<file path="src/hw/rtl/assert_macros.svh">
// Assertion macros used by the solver top level.
`ifndef ASSERT_MACROS_SVH
`define ASSERT_MACROS_SVH
// Property checked on every rising clk edge, off while arst_n is low.
`define KES_ASSERT(label, prop, msg) \
	label: assert property (@(posedge clk) disable iff (!arst_n) prop) else $error(msg);
// Condition that must never be seen.
`define KES_ASSERT_NEVER(label, cond, msg) \
	`KES_ASSERT(label, !(cond), msg)
`endif

</file>
<file path="src/hw/rtl/kes_pkg.sv">
// Types, constants and coefficient tables of the Kepler equation solver.
package kes_pkg;

	typedef struct packed {
		logic signed [31:0] mean_anomaly;
		logic [27:0]        eccentricity;
	} item_t;

	typedef struct packed {
		logic signed [31:0] eccentric_anomaly;
		logic [4:0]         step_count;
		logic               converged;
	} result_t;

	// multiplier operand pairs
	typedef enum logic [2:0] {
		MUL_AA = 3'd0,
		MUL_YT = 3'd1,
		MUL_NR = 3'd2,
		MUL_AT = 3'd3,
		MUL_ES = 3'd4,
		MUL_EC = 3'd5
	} mul_sel_t;

	typedef struct packed {
		logic       load;
		logic       fold;
		logic       mul_en;
		mul_sel_t   mul_sel;
		logic       lat_y;
		logic       lat_n;
		logic       hc;
		logic [3:0] kidx;
		logic       lat_sr;
		logic       quad;
		logic       lat_es;
		logic       lat_fd;
		logic       chk;
		logic       div;
		logic       div_first;
		logic       upd;
	} cmd_t;

	typedef struct packed {
		logic fold_done;
		logic big;
		logic finish;
	} status_t;

	localparam logic signed [34:0] QUARTER_PI = 35'sd843314856;
	localparam logic signed [34:0] HALF_PI    = 35'sd1686629713;
	localparam logic [30:0]        ONE30      = 31'h4000_0000;
	localparam logic [30:0]        Q_LIMIT    = 31'h2000_0000;
	localparam logic [27:0]        DQ_MAX     = 28'h800_0000;
	localparam logic [3:0]         SIN_FIRST  = 4'd0;
	localparam logic [3:0]         SIN_LAST   = 4'd4;
	localparam logic [3:0]         COS_FIRST  = 4'd5;
	localparam logic [3:0]         COS_LAST   = 4'd10;
	localparam logic [4:0]         DIV_LAST   = 5'd30;
	localparam logic               TOL_INDEX  = 1'b0;

	// Horner divisors: sine terms first, then cosine terms
	function automatic logic [7:0] horner_k(input logic [3:0] idx);
		logic [7:0] k;
		case (idx)
			4'd0:    k = 8'd110;
			4'd1:    k = 8'd72;
			4'd2:    k = 8'd42;
			4'd3:    k = 8'd20;
			4'd4:    k = 8'd6;
			4'd5:    k = 8'd132;
			4'd6:    k = 8'd90;
			4'd7:    k = 8'd56;
			4'd8:    k = 8'd30;
			4'd9:    k = 8'd12;
			4'd10:   k = 8'd2;
			default: k = 8'd2;
		endcase
		return k;
	endfunction

	// floor(2^32 / k) for the divisor of the same index
	function automatic logic [31:0] horner_r(input logic [3:0] idx);
		logic [31:0] r;
		case (idx)
			4'd0:    r = 32'd39045157;
			4'd1:    r = 32'd59652323;
			4'd2:    r = 32'd102261126;
			4'd3:    r = 32'd214748364;
			4'd4:    r = 32'd715827882;
			4'd5:    r = 32'd32537631;
			4'd6:    r = 32'd47721858;
			4'd7:    r = 32'd76695844;
			4'd8:    r = 32'd143165576;
			4'd9:    r = 32'd357913941;
			4'd10:   r = 32'd2147483648;
			default: r = 32'd2147483648;
		endcase
		return r;
	endfunction

endpackage

</file>
<file path="src/hw/rtl/kepler_equation_solver_unit.sv">
// Kepler equation solver top level: config register, sequencer and datapath.
// One Newton step runs a fold, 11 Horner terms on the shared multiplier and a restoring
// divider; the divider is skipped if the step clamps.
// done pulses one cycle; busy holds off start.
// Reset clears the sequencer and sets tolerance to 1.
`include "assert_macros.svh"
module kepler_equation_solver_unit #(
	parameter int MAX_ITERATIONS = 30
) (
	input  logic             clk,
	input  logic             arst_n,
	input  logic             start,
	output logic             busy,
	input  kes_pkg::item_t   item,
	output logic             done,
	output kes_pkg::result_t result,
	input  logic             psel,
	input  logic             penable,
	input  logic             pwrite,
	input  logic [2:0]       paddr,
	input  logic [31:0]      pwdata,
	output logic [31:0]      prdata,
	output logic             pready
);

	logic [27:0]      tol_q;
	kes_pkg::cmd_t    cmd;
	kes_pkg::status_t status;

	assign pready = 1'b1;
	assign prdata = (paddr[2] == kes_pkg::TOL_INDEX) ? {4'b0, tol_q} : 32'd0;

	always_ff @(posedge clk or negedge arst_n) begin
		if (!arst_n)
			tol_q <= 28'd1;
		else if (psel && penable && pwrite && pready && (paddr[2] == kes_pkg::TOL_INDEX))
			tol_q <= pwdata[27:0];
	end

	kes_ctrl u_ctrl (
		.clk    (clk),
		.arst_n (arst_n),
		.start  (start),
		.status (status),
		.cmd    (cmd),
		.busy   (busy),
		.done   (done)
	);

	kes_datapath #(
		.MAX_ITERATIONS (MAX_ITERATIONS)
	) u_datapath (
		.clk       (clk),
		.cmd       (cmd),
		.item      (item),
		.tolerance (tol_q),
		.status    (status),
		.result    (result)
	);

	`KES_ASSERT(a_accept_busy, (start && !busy) |=> busy, "accepted word did not raise busy")
	`KES_ASSERT(a_done_idle, done |=> !busy, "busy after result word")
	`KES_ASSERT_NEVER(a_done_unbusy, done && !busy, "result word while idle")

endmodule

</file>
<file path="src/hw/rtl/kes_datapath.sv">
// Datapath of the solver: fold, shared multiplier, Horner terms, divider, update.
module kes_datapath #(
	parameter int MAX_ITERATIONS = 30,
	localparam int CW = $clog2(MAX_ITERATIONS + 1)
) (
	input  logic             clk,
	input  kes_pkg::cmd_t    cmd,
	input  kes_pkg::item_t   item,
	input  logic [27:0]      tolerance,
	output kes_pkg::status_t status,
	output kes_pkg::result_t result
);

	logic signed [31:0] m_q, ea_q, s_q, c_q, es_q;
	logic [27:0]        e_q;
	logic signed [34:0] x_q;
	logic [1:0]         quad_q;
	logic [29:0]        y_q;
	logic [30:0]        t_q, sr_q, q_q;
	logic [31:0]        n_q, d_q, rem_q;
	logic signed [35:0] f_q;
	logic               big_q, conv_q;
	logic [CW-1:0]      cnt_q;
	logic [63:0]        prod_q;

	logic [34:0]        x_abs;
	logic [29:0]        a;
	logic               fold_hi, fold_lo;
	logic [31:0]        s_abs, c_abs, mul_a, mul_b;
	logic [31:0]        qe, qv;
	logic [7:0]         kc;
	logic [39:0]        qk, rr;
	logic signed [31:0] sr_e, sr_sig, cr_sig, ep_s, es_n, ec_n;
	logic signed [32:0] diff, d33;
	logic signed [35:0] f_n;
	logic [31:0]        d_n;
	logic [35:0]        mag;
	logic               big_n;
	logic [32:0]        sh, shd;
	logic               ge;
	logic [31:0]        qp2;
	logic [27:0]        dq;
	logic signed [33:0] ea_w, dq_s, ea_n;
	logic signed [31:0] ea_sat;
	logic [CW-1:0]      cnt_next;
	logic               conv_n;

	assign x_abs   = x_q[34] ? 35'(-x_q) : 35'(x_q);
	assign a       = x_abs[29:0];
	assign fold_hi = x_q > kes_pkg::QUARTER_PI;
	assign fold_lo = x_q < -kes_pkg::QUARTER_PI;
	assign s_abs   = s_q[31] ? 32'(-s_q) : 32'(s_q);
	assign c_abs   = c_q[31] ? 32'(-c_q) : 32'(c_q);

	always_comb begin
		case (cmd.mul_sel)
			kes_pkg::MUL_AA: begin mul_a = {2'b0, a};   mul_b = {2'b0, a}; end
			kes_pkg::MUL_YT: begin mul_a = {2'b0, y_q}; mul_b = {1'b0, t_q}; end
			kes_pkg::MUL_NR: begin
				mul_a = prod_q[61:30];
				mul_b = kes_pkg::horner_r(cmd.kidx);
			end
			kes_pkg::MUL_AT: begin mul_a = {2'b0, a};   mul_b = {1'b0, t_q}; end
			kes_pkg::MUL_ES: begin mul_a = {4'b0, e_q}; mul_b = s_abs; end
			kes_pkg::MUL_EC: begin mul_a = {4'b0, e_q}; mul_b = c_abs; end
			default:         begin mul_a = '0;          mul_b = '0; end
		endcase
	end

	// reciprocal quotient is low by at most one; one compare fixes it
	assign qe = prod_q[63:32];
	assign kc = kes_pkg::horner_k(cmd.kidx);
	assign qk = 40'(qe) * 40'(kc);
	assign rr = 40'(n_q) - qk;
	assign qv = qe + 32'(rr >= 40'(kc));

	assign sr_e   = $signed({1'b0, sr_q});
	assign sr_sig = x_q[34] ? -sr_e : sr_e;
	assign cr_sig = $signed({1'b0, t_q});

	assign ep_s = $signed({1'b0, prod_q[58:28]});
	assign es_n = s_q[31] ? -ep_s : ep_s;
	assign ec_n = c_q[31] ? -ep_s : ep_s;

	assign diff = $signed({ea_q[31], ea_q}) - $signed({m_q[31], m_q});
	assign f_n  = ($signed({{3{diff[32]}}, diff}) <<< 2) - $signed({{4{es_q[31]}}, es_q});
	assign d33  = $signed({2'b0, kes_pkg::ONE30}) - $signed({ec_n[31], ec_n});
	assign d_n  = (d33 < 33'sd1) ? 32'd1 : d33[31:0];

	assign mag   = f_q[35] ? 36'(-f_q) : 36'(f_q);
	assign big_n = (mag[35:33] != 3'd0) || (mag[32:0] >= {d_q, 1'b0});

	// restoring division: quotient bit per cycle
	assign sh  = {rem_q, cmd.div_first & f_q[0]};
	assign ge  = sh >= {1'b0, d_q};
	assign shd = sh - {1'b0, d_q};

	assign qp2 = {1'b0, q_q} + 32'd2;
	assign dq  = (big_q || (q_q > kes_pkg::Q_LIMIT)) ? kes_pkg::DQ_MAX : qp2[29:2];
	assign ea_w = $signed({{2{ea_q[31]}}, ea_q});
	assign dq_s = $signed({6'b0, dq});

	always_comb begin
		if (!f_q[35] && (f_q != 36'sd0))
			ea_n = ea_w - dq_s;
		else if (f_q[35])
			ea_n = ea_w + dq_s;
		else
			ea_n = ea_w;
		if (ea_n > 34'sd2147483647)
			ea_sat = 32'sh7fff_ffff;
		else if (ea_n < -34'sd2147483648)
			ea_sat = 32'sh8000_0000;
		else
			ea_sat = ea_n[31:0];
	end

	assign cnt_next = cnt_q + CW'(1);
	assign conv_n   = dq <= tolerance;

	always_ff @(posedge clk) begin
		if (cmd.load) begin
			m_q    <= item.mean_anomaly;
			ea_q   <= item.mean_anomaly;
			e_q    <= item.eccentricity;
			x_q    <= $signed({item.mean_anomaly[31], item.mean_anomaly, 2'b00});
			quad_q <= 2'd0;
			cnt_q  <= '0;
		end
		if (cmd.fold) begin
			if (fold_hi) begin
				x_q    <= x_q - kes_pkg::HALF_PI;
				quad_q <= quad_q + 2'd1;
			end else if (fold_lo) begin
				x_q    <= x_q + kes_pkg::HALF_PI;
				quad_q <= quad_q - 2'd1;
			end
		end
		if (cmd.mul_en)
			prod_q <= 64'(mul_a) * 64'(mul_b);
		if (cmd.lat_y) begin
			y_q <= prod_q[59:30];
			t_q <= kes_pkg::ONE30;
		end
		if (cmd.lat_n)
			n_q <= prod_q[61:30];
		if (cmd.hc)
			t_q <= kes_pkg::ONE30 - qv[30:0];
		if (cmd.lat_sr) begin
			sr_q <= prod_q[60:30];
			t_q  <= kes_pkg::ONE30;
		end
		if (cmd.quad) begin
			case (quad_q)
				2'd0:    begin s_q <= sr_sig;  c_q <= cr_sig; end
				2'd1:    begin s_q <= cr_sig;  c_q <= -sr_sig; end
				2'd2:    begin s_q <= -sr_sig; c_q <= -cr_sig; end
				default: begin s_q <= -cr_sig; c_q <= sr_sig; end
			endcase
		end
		if (cmd.lat_es)
			es_q <= es_n;
		if (cmd.lat_fd) begin
			f_q <= f_n;
			d_q <= d_n;
		end
		if (cmd.chk) begin
			big_q <= big_n;
			rem_q <= mag[32:1];
			q_q   <= '0;
		end
		if (cmd.div) begin
			rem_q <= ge ? shd[31:0] : sh[31:0];
			q_q   <= {q_q[29:0], ge};
		end
		if (cmd.upd) begin
			ea_q   <= ea_sat;
			x_q    <= $signed({ea_sat[31], ea_sat, 2'b00});
			quad_q <= 2'd0;
			cnt_q  <= cnt_next;
			conv_q <= conv_n;
		end
	end

	assign status.fold_done = !fold_hi && !fold_lo;
	assign status.big       = big_n;
	assign status.finish    = conv_n || (cnt_next == CW'(MAX_ITERATIONS));

	assign result.eccentric_anomaly = ea_q;
	assign result.step_count        = 5'(cnt_q);
	assign result.converged         = conv_q;

endmodule

</file>
<file path="src/hw/rtl/kes_ctrl.sv">
// Sequencer of the solver: walks each Newton step through the datapath.
module kes_ctrl (
	input  logic             clk,
	input  logic             arst_n,
	input  logic             start,
	input  kes_pkg::status_t status,
	output kes_pkg::cmd_t    cmd,
	output logic             busy,
	output logic             done
);

	typedef enum logic [16:0] {
		S_IDLE = 17'h00001,
		S_FOLD = 17'h00002,
		S_SQ   = 17'h00004,
		S_Y    = 17'h00008,
		S_HT   = 17'h00010,
		S_HN   = 17'h00020,
		S_HC   = 17'h00040,
		S_SF   = 17'h00080,
		S_SL   = 17'h00100,
		S_QUAD = 17'h00200,
		S_ES   = 17'h00400,
		S_EC   = 17'h00800,
		S_FD   = 17'h01000,
		S_CHK  = 17'h02000,
		S_DIV  = 17'h04000,
		S_UPD  = 17'h08000,
		S_OUT  = 17'h10000
	} state_t;

	state_t     state_q, state_n;
	logic [3:0] kidx_q, kidx_n;
	logic [4:0] divc_q, divc_n;

	always_comb begin
		state_n = state_q;
		kidx_n  = kidx_q;
		divc_n  = divc_q;
		cmd     = '0;
		cmd.kidx = kidx_q;
		cmd.mul_sel = kes_pkg::MUL_AA;
		unique case (state_q)
			S_IDLE: begin
				if (start) begin
					cmd.load = 1'b1;
					state_n  = S_FOLD;
				end
			end
			S_FOLD: begin
				cmd.fold = 1'b1;
				if (status.fold_done)
					state_n = S_SQ;
			end
			S_SQ: begin
				cmd.mul_en = 1'b1;
				state_n    = S_Y;
			end
			S_Y: begin
				cmd.lat_y = 1'b1;
				kidx_n    = kes_pkg::SIN_FIRST;
				state_n   = S_HT;
			end
			S_HT: begin
				cmd.mul_en  = 1'b1;
				cmd.mul_sel = kes_pkg::MUL_YT;
				state_n     = S_HN;
			end
			S_HN: begin
				cmd.lat_n   = 1'b1;
				cmd.mul_en  = 1'b1;
				cmd.mul_sel = kes_pkg::MUL_NR;
				state_n     = S_HC;
			end
			S_HC: begin
				cmd.hc = 1'b1;
				kidx_n = kidx_q + 4'd1;
				if (kidx_q == kes_pkg::SIN_LAST)
					state_n = S_SF;
				else if (kidx_q == kes_pkg::COS_LAST)
					state_n = S_QUAD;
				else
					state_n = S_HT;
			end
			S_SF: begin
				cmd.mul_en  = 1'b1;
				cmd.mul_sel = kes_pkg::MUL_AT;
				state_n     = S_SL;
			end
			S_SL: begin
				cmd.lat_sr = 1'b1;
				kidx_n     = kes_pkg::COS_FIRST;
				state_n    = S_HT;
			end
			S_QUAD: begin
				cmd.quad = 1'b1;
				state_n  = S_ES;
			end
			S_ES: begin
				cmd.mul_en  = 1'b1;
				cmd.mul_sel = kes_pkg::MUL_ES;
				state_n     = S_EC;
			end
			S_EC: begin
				cmd.lat_es  = 1'b1;
				cmd.mul_en  = 1'b1;
				cmd.mul_sel = kes_pkg::MUL_EC;
				state_n     = S_FD;
			end
			S_FD: begin
				cmd.lat_fd = 1'b1;
				state_n    = S_CHK;
			end
			S_CHK: begin
				cmd.chk = 1'b1;
				divc_n  = '0;
				state_n = status.big ? S_UPD : S_DIV;
			end
			S_DIV: begin
				cmd.div       = 1'b1;
				cmd.div_first = divc_q == 5'd0;
				divc_n        = divc_q + 5'd1;
				if (divc_q == kes_pkg::DIV_LAST)
					state_n = S_UPD;
			end
			S_UPD: begin
				cmd.upd = 1'b1;
				state_n = status.finish ? S_OUT : S_FOLD;
			end
			S_OUT: begin
				state_n = S_IDLE;
			end
			default: begin
				state_n = S_IDLE;
			end
		endcase
	end

	always_ff @(posedge clk or negedge arst_n) begin
		if (!arst_n) begin
			state_q <= S_IDLE;
			kidx_q  <= '0;
			divc_q  <= '0;
		end else begin
			state_q <= state_n;
			kidx_q  <= kidx_n;
			divc_q  <= divc_n;
		end
	end

	assign busy = state_q != S_IDLE;
	assign done = state_q == S_OUT;

endmodule

</file>
<file path="config.mk">
export PLATFORM = sky130hd
export DESIGN_NAME = kepler_equation_solver_unit
export DESIGN_NICKNAME = d
export VERILOG_FILES = /design/src/hw/rtl/kes_pkg.sv /design/src/hw/rtl/kepler_equation_solver_unit.sv /design/src/hw/rtl/kes_datapath.sv /design/src/hw/rtl/kes_ctrl.sv
export VERILOG_INCLUDE_DIRS = /design/src /design/src/hw/rtl
export SDC_FILE = /design/constraint.sdc
export NUM_CORES = 2
export LEC_CHECK = 0
export BUFFER_PORTS_ARGS = -buffer_cell sky130_fd_sc_hd__buf_2
export CAP_MARGIN = 20
export CORE_ASPECT_RATIO = 0.7
export CORE_MARGIN = 10
export CORE_UTILIZATION = 45
export DETAILED_ROUTE_END_ITERATION = 16
export PLACE_DENSITY = 0.7
export SLEW_MARGIN = 25
export SYNTH_ARGS = -nofsm -noshare
export SYNTH_HDL_FRONTEND = slang
export SYNTH_SLANG_ARGS = --single-unit
export TNS_END_PERCENT = 20
</file>
<file path="constraint.sdc">
create_clock -name clk -period 29.6 [get_ports clk]
set_input_delay 2.96 -clock clk [delete_from_list [all_inputs] [get_ports clk]]
set_output_delay 2.96 -clock clk [all_outputs]
set_load 0.005 [all_outputs]
</file>
Yosys cells after proc, flatten, opt, wreduce, memory -nomap -nowiden:

Memory sizes are Yosys's and may differ from the RTL's.
Index checks and enable logic that the tools add are counted.

* register bits after elaboration: 605
* ROM bits: 608
* bits of input ports: 101
* output and inout port bits: 73
* word-level logic and storage cells: 188
* memories kept: 2

* add/sub/neg operators: 25
* $mul: 2
* $lt $le $gt $ge: 10
* equal/unequal tests: 32
* muxes and demuxes: 62
* bitwise gates (word level): 2
* reduce and logical (&&, ||, !) cells: 27

Memories
* (name not given): words 16, width 31, rd ports 1, clocked after memory_dff 0, write ports 0, line kes_pkg.sv:85 `case (idx)`
* (name not given): words 16, width 7, rd ports 1, clocked after memory_dff 0, write ports 0, line kes_pkg.sv:65 `case (idx)`

Operator list (count)
* two-way mux 32 bit: 11
* case mux 17 bit (15 select lines): 1
* case mux 32 bit (3 select lines): 2
* two-way mux 35 bit: 5
* case mux 32 bit (5 select lines): 1
* two-way mux 31 bit: 5
* case mux 32 bit (4 select lines): 1
* negator 31 -> 32 bit: 3
* negator 32 bit: 3
* two-way mux 17 bit: 4
* two-way mux 34 bit: 2
* multiplier 32 x 32 -> 64 bit: 1
* two-way mux 28 bit: 2
* >= comparator 40 x 8 -> 1 bit: 1
* multiplier 32 x 8 -> 40 bit: 1
* subtractor 32 x 40 -> 40 bit: 1
* two-way mux 36 bit: 1
* negator 36 bit: 1
* nonzero test 36 bit: 1
* subtractor 35 x 32 -> 36 bit: 1
* adder 35 x 32 -> 35 bit (second input constant): 1
* > comparator 35 x 31 -> 1 bit (second input constant): 1
* less-than comparator 35 x 31 -> 1 bit (second input constant): 1
* subtractor 35 x 32 -> 35 bit (second input constant): 1
* 70 further kinds: 108

Longest topological paths before layout:

* depth in word-level cells: 10
* depth in mapped cells: 52
* gate-level depth less buffers: 49

Cells and area by module:

A second synthesis with hierarchy kept.

* cells, all modules: 10159
* area total of the unflattened synthesis: 87843.0 µm²

By module, submodules not included
* kes_datapath: times used 1, cells each 9895, area an instance 84768.8 µm², seq. area each 15024.4 µm²
* kes_ctrl: times used 1, cells each 166, area an instance 1655.3 µm², seq. area each 651.9 µm²
* kepler_equation_solver_unit: times used 1, cells each 98, area an instance 1418.9 µm², seq. area each 701.9 µm²

Worst setup path after synthesis:

No wires, ideal clock.

* path type: register to register
* from: register u_datapath.x_q[34]
* to: register u_datapath.prod_q[57], data pin
* library setup time: 0.265 ns
* arrival: 10.898 ns
* setup slack: 18.436 ns
* cell stages (with the launch flop): 40
* path buffers: 7
* path through: dfxtp_1 -> clkbuf_1 -> clkbuf_1 -> clkbuf_1 -> clkbuf_1 -> clkbuf_1 -> clkbuf_1 -> o21ai_0 -> xor2_1 -> nor2_1 -> a2111oi_0 -> clkbuf_1 -> nor2_1 -> fa_1 -> fa_1 -> fa_1 -> inv_1 -> fa_1 -> (+4 left out) -> inv_1 -> fa_1 -> inv_1 -> ha_1 -> a21o_1 -> a21o_1 -> a21oi_1 -> nand2_1 -> nor4_1 -> o31ai_1 -> a21oi_1 -> nor4_1 -> nor2_1 -> o21ai_1 -> a41oi_1 -> nor2b_1 -> o21ai_0 -> xor2_1

* word-level cells in the longest chain between the ends: 3

Ends and longest elaborated chain
* start: declaration: line kes_datapath.sv:16 `logic signed [34:0] x_q;`
* start signal: assignment: line kes_datapath.sv:126 `x_q <= $signed({item.mean_anomaly[31], item.mean_anomaly, 2'b00});`
* start signal: assignment: line kes_datapath.sv:132 `x_q <= x_q - kes_pkg::HALF_PI;`
* start signal: assignment: line kes_datapath.sv:135 `x_q <= x_q + kes_pkg::HALF_PI;`
* two-way mux 30 bit *: line kes_datapath.sv:48 `assign x_abs = x_q[34] ? 35'(-x_q) : 35'(x_q);`
* case mux 32 bit (5 select lines) or case mux 32 bit (4 select lines) (tied branches): line kes_datapath.sv:56 `case (cmd.mul_sel)`
* multiplier 32 x 32 -> 64 bit *: line kes_datapath.sv:140 `prod_q <= 64'(mul_a) * 64'(mul_b);`
* end signal: assignment: line kes_datapath.sv:140
* end: declaration: line kes_datapath.sv:24 `logic [63:0] prod_q;`

Every way passes the cells marked *; elsewhere a longest branch is shown, timed or not.
A chain may end at the register's enable or synchronous reset.

Worst setup path after layout:

* from: register u_datapath.x_q[2]
* to: register u_datapath.prod_q[63], data pin

* word-level cells in the longest chain between the ends: 4

Ends and longest elaborated chain (line)
* negator 30 bit: kes_datapath.sv:48
* two-way mux 30 bit *: kes_datapath.sv:48
* case mux 32 bit (5 select lines) or case mux 32 bit (4 select lines) (tied branches): kes_datapath.sv:56
* multiplier 32 x 32 -> 64 bit *: kes_datapath.sv:140

Marked as above.

==> tab_implementation.tex <==
\begin{tabular}{lr}
\hline
Metric & Value \\
\hline
\multicolumn{2}{l}{\textbf{Critical path}} \\
\quad Arrival @ worst endpoint & 14.02 ns \\
\quad Worst path most repeated cell & sky130\_fd\_sc\_hd\_\_fa\_1 \\
\quad Largest fanout of any net on the critical path & 17 \\
\quad Worst setup SP type & flip-flop \\
\quad Master of the slowest instance on the critical path & sky130\_fd\_sc\_hd\_\_xor2\_1 \\
\quad Data required time of the worst path & 30.03 ns \\
\quad Setup CP Type & flip-flop to flip-flop \\
\quad Max stage delay on crit path & 1.00 ns \\
\quad Critical Path Sink Type & flip-flop \\
\multicolumn{2}{l}{\textbf{Routing}} \\
\quad DRC Markers & 0 \\
\quad Total wirelength of the detailed-routed design & 307,000 um \\
\quad WL per Instance & 24.8 um \\
\quad Total iterations of the first detailed-routing run & 8 \\
\quad Detailed Route Iter0 Violations & 9,916 \\
\quad Antenna violation net count after detailed routing & 0 \\
\quad Vias after detailed routing & 74,200 \\
\quad Drt via density & 5.99 \\
\multicolumn{2}{l}{\textbf{Layout}} \\
\quad Layout-stage area growth over the synthesis result & 7.61\% \\
\quad Fraction of layout cells with a size suffix above 1 & 0.0719 \\
\quad Final nets & 11,700 \\
\multicolumn{2}{l}{\textbf{Synthesis}} \\
\quad Total standard cell area after synthesis & 85,000 sq um \\
\quad Post-Synthesis Cells & 9,896 \\
\quad Synth unique cells & 100 \\
\quad Proportion of synthesized chip area in sequential cells & 0.193 \\
\quad Proportion of synthesized flip-flops having asynchronous set or reset & 0.0936 \\
\quad Most area-consuming cells after synthesis & sky130\_fd\_sc\_hd\_\_fa\_1, sky130\_fd\_sc\_hd\_\_edfxtp\_1, sky130\_fd\_sc\_hd\_\_ha\_1 \\
\quad Most area-hungry cell type in the Yosys netlist & sky130\_fd\_sc\_hd\_\_fa\_1 \\
\quad Most common cell in the synthesized netlist & sky130\_fd\_sc\_hd\_\_inv\_1 \\
\quad Primary FF master, synth & sky130\_fd\_sc\_hd\_\_edfxtp\_1 \\
\quad Mean cell area of the mapped netlist & 8.59 sq um \\
\quad Number of synthesis warnings & 0 \\
\quad Number of enable-type register cells in the synthesized netlist & 455 \\
\quad Yosys reg bits & 577 \\
\quad Most numerous cell types in the synthesized netlist & sky130\_fd\_sc\_hd\_\_inv\_1, sky130\_fd\_sc\_hd\_\_nor2\_1, sky130\_fd\_sc\_hd\_\_fa\_1, sky130\_fd\_sc\_hd\_\_nand2\_1, sky130\_fd\_sc\_hd\_\_ha\_1 \\
\quad Share of the synthesized area in the top cell type & 0.255 \\
\multicolumn{2}{l}{\textbf{STA}} \\
\quad Setup TNS after final layout & 0 ns \\
\quad \# setup viols final & 0 \\
\quad Fin. max-slew vios & 0 \\
\quad Worst Tran Pin Value & 1.28 ns \\
\quad Max Fclk & 73.5 MHz \\
\quad Setup repair after global routing missed its margin & false \\
\quad Fraction of the cycle the final worst path needs & 0.459 \\
\quad Post-route clock skew & 0.0267 ns \\
\quad Final hold viol count & 0 \\
\quad Min cycle time layout & 13.60 ns \\
\quad Headroom to the max-slew limit & 0.143 \\
\multicolumn{2}{l}{\textbf{Clock network}} \\
\quad Number of setup buffers added after CTS & 0 \\
\quad Clock input transition at the sequential cells of the worst setup and hold paths & 0.06 ns \\
\quad Number of sinks handled by clock tree synthesis & 577 \\
\quad Worst-Skew Late Latency & 0.71 ns \\
\quad CTS H-tree lvls & 3 \\
\quad Number of buffers created by CTS & 69 \\
\quad CTS tree & done \\
\quad Hold-fix buffer count after cts & 0 \\
\quad Clock root buffer master & sky130\_fd\_sc\_hd\_\_clkbuf\_16 \\
\quad Number of gates given a new drive strength after cts & 0 \\
\quad Clock Tree Buf Depth & 3 \\
\multicolumn{2}{l}{\textbf{Run}} \\
\quad Number of max-cap violations & 0 \\
\multicolumn{2}{l}{\textbf{Place}} \\
\quad Quantity of I/O buffers inserted on ports & 162 \\
\quad HPWL reported at the end of detailed placement & 239,000 um \\
\quad Global placer's final weighted congestion & 1.00 \\
\multicolumn{2}{l}{\textbf{Floorplanning}} \\
\quad Core Box Area & 188,000 sq um \\
\quad Die Outline Area & 207,000 sq um \\
\quad Starting Density & 0.453 \\
\quad Std-Cell Rows & 133 \\
\quad Height of the die & 384 um \\
\quad Total I/O pin count & 174 \\
\quad Die X & 539 um \\
\multicolumn{2}{l}{\textbf{Global route}} \\
\quad First-pass GRT wire length & 460,000 um \\
\quad Largest net degree at the start of global routing & 91 \\
\quad All-Layer GR Usage & 0.289 \\
\quad Number of global-route vias before repair & 73,000 \\
\quad Global route total overflow & 0 \\
\quad Number of antenna violations at the first check in global routing & 28 \\
\multicolumn{2}{l}{\textbf{Min path}} \\
\quad Worst hold path type & flip-flop to flip-flop \\
\multicolumn{2}{l}{\textbf{Status}} \\
\quad Outcome & finished, final reports clean \\
\hline
\end{tabular}
[cells in the final DEF, fill, tap and decap left out, types with 64 or more instances in the layout]
cell type and instances:
sky130_fd_sc_hd__a21o_1 159, sky130_fd_sc_hd__a21oi_1 472, sky130_fd_sc_hd__a31oi_1 70, sky130_fd_sc_hd__and2_1 79, sky130_fd_sc_hd__buf_2 162, sky130_fd_sc_hd__buf_4 199
sky130_fd_sc_hd__clkbuf_16 72, sky130_fd_sc_hd__dfxtp_1 67, sky130_fd_sc_hd__edfxtp_1 455, sky130_fd_sc_hd__fa_1 1081, sky130_fd_sc_hd__ha_1 651, sky130_fd_sc_hd__inv_1 1512
sky130_fd_sc_hd__nand2_1 936, sky130_fd_sc_hd__nand2b_1 143, sky130_fd_sc_hd__nand3_1 147, sky130_fd_sc_hd__nor2_1 1251, sky130_fd_sc_hd__nor2b_1 64, sky130_fd_sc_hd__nor3_1 153
sky130_fd_sc_hd__o21ai_0 379, sky130_fd_sc_hd__or3_1 73, sky130_fd_sc_hd__xnor2_1 318, sky130_fd_sc_hd__xor2_1 183
[area by class of cell]
class                      count  area [sq um]
sequential                   577         16400
clock buffer                  86          1880
fill                       17700         96300
clock inverter                40           460
tap                         2497          3120
timing repair buffer         362          2320
multi-input combinational   7279         61500
antenna                        7          17.5
inverter                    1540          5780
[registers in the layout, indices dropped and copies added (netlist names), 2 cells and up]
register / count
u_datapath.f_q: 36
u_datapath.prod_q: 36
u_datapath.s_q: 32
u_datapath.d_q: 32
tol_q: 28
u_datapath.cnt_q: 5
u_datapath.rem_q: 32
u_datapath.e_q: 28
u_ctrl.state_q: 17
u_datapath.t_q: 31
u_datapath.ea_q: 32
u_datapath.y_q: 30
u_datapath.n_q: 32
u_datapath.m_q: 32
u_datapath.x_q: 35
u_datapath.q_q: 31
u_datapath.c_q: 32
u_ctrl.divc_q: 5
u_datapath.es_q: 32
u_datapath.sr_q: 31
u_datapath.quad_q: 2
u_ctrl.kidx_q: 4
[worst max-delay path, delay by kind of cell (launching register included)]
family | cells | cell delay (ns)
AO/OA/AOI/OAI | 12 | 3.24
XOR/XNOR | 2 | 1.10
AND/OR/NAND/NOR | 11 | 3.64
buffers and inverters | 4 | 0.39
flip-flops | 1 | 0.45
adder cells (fa/ha/maj) | 9 | 4.46
[layer usage]
metal / routed length [um] / GRT usage
met1: 129000 / 0.415
met2: 120000 / 0.395
met3: 47200 / 0.112
met4: 11900 / 0.0953
met5: 131 / 0
[metrics by stage]
stage                     worst slack [ns]  utilization  cells  hold WS, ns  instance area [sq um]
after floorplan                      18.44            -   9901        0.451                  85000
after global placement               16.28        0.474  12300        0.457                  89000
after detailed placement             16.55        0.474  12300        0.476                  89000
after CTS                            16.49        0.487  12400        0.496                  91400
after global routing                 15.56        0.487  12400        0.501                  91400
final                                16.00        0.487  12400        0.488                  91400
[path summary, 6_finish.rpt]
kind	startpoint	to	slack [ns]	cells past startpoint
worst max-delay path	u_datapath.x_q[2]	u_datapath.prod_q[63]	16.00	38
worst min-delay path	u_datapath.es_q[0]	u_datapath.f_q[0]	0.49	0
worst max register to register	u_datapath.x_q[2]	u_datapath.prod_q[63]	16.00	38
worst min register to register	u_datapath.es_q[0]	u_datapath.f_q[0]	0.49	0
max in group asynchronous	arst_n	u_ctrl.kidx_q[0]	26.52	2
min in group asynchronous	arst_n	tol_q[24]	2.44	2
[cells by family after synthesis]
group           Yosys count  synth area share
mux                      69           0.00870
simple gates           3213             0.171
other cells               2         0.0000884
xor+xnor                508            0.0524
compound gates         1747             0.133
fa+ha+maj              1735             0.351
flops                   577             0.193
buf+inv                2045            0.0908
Power is left out: the tool's default activity adds up to more than one toggle a clock period on the data nets, which glitch-free logic cannot reach.
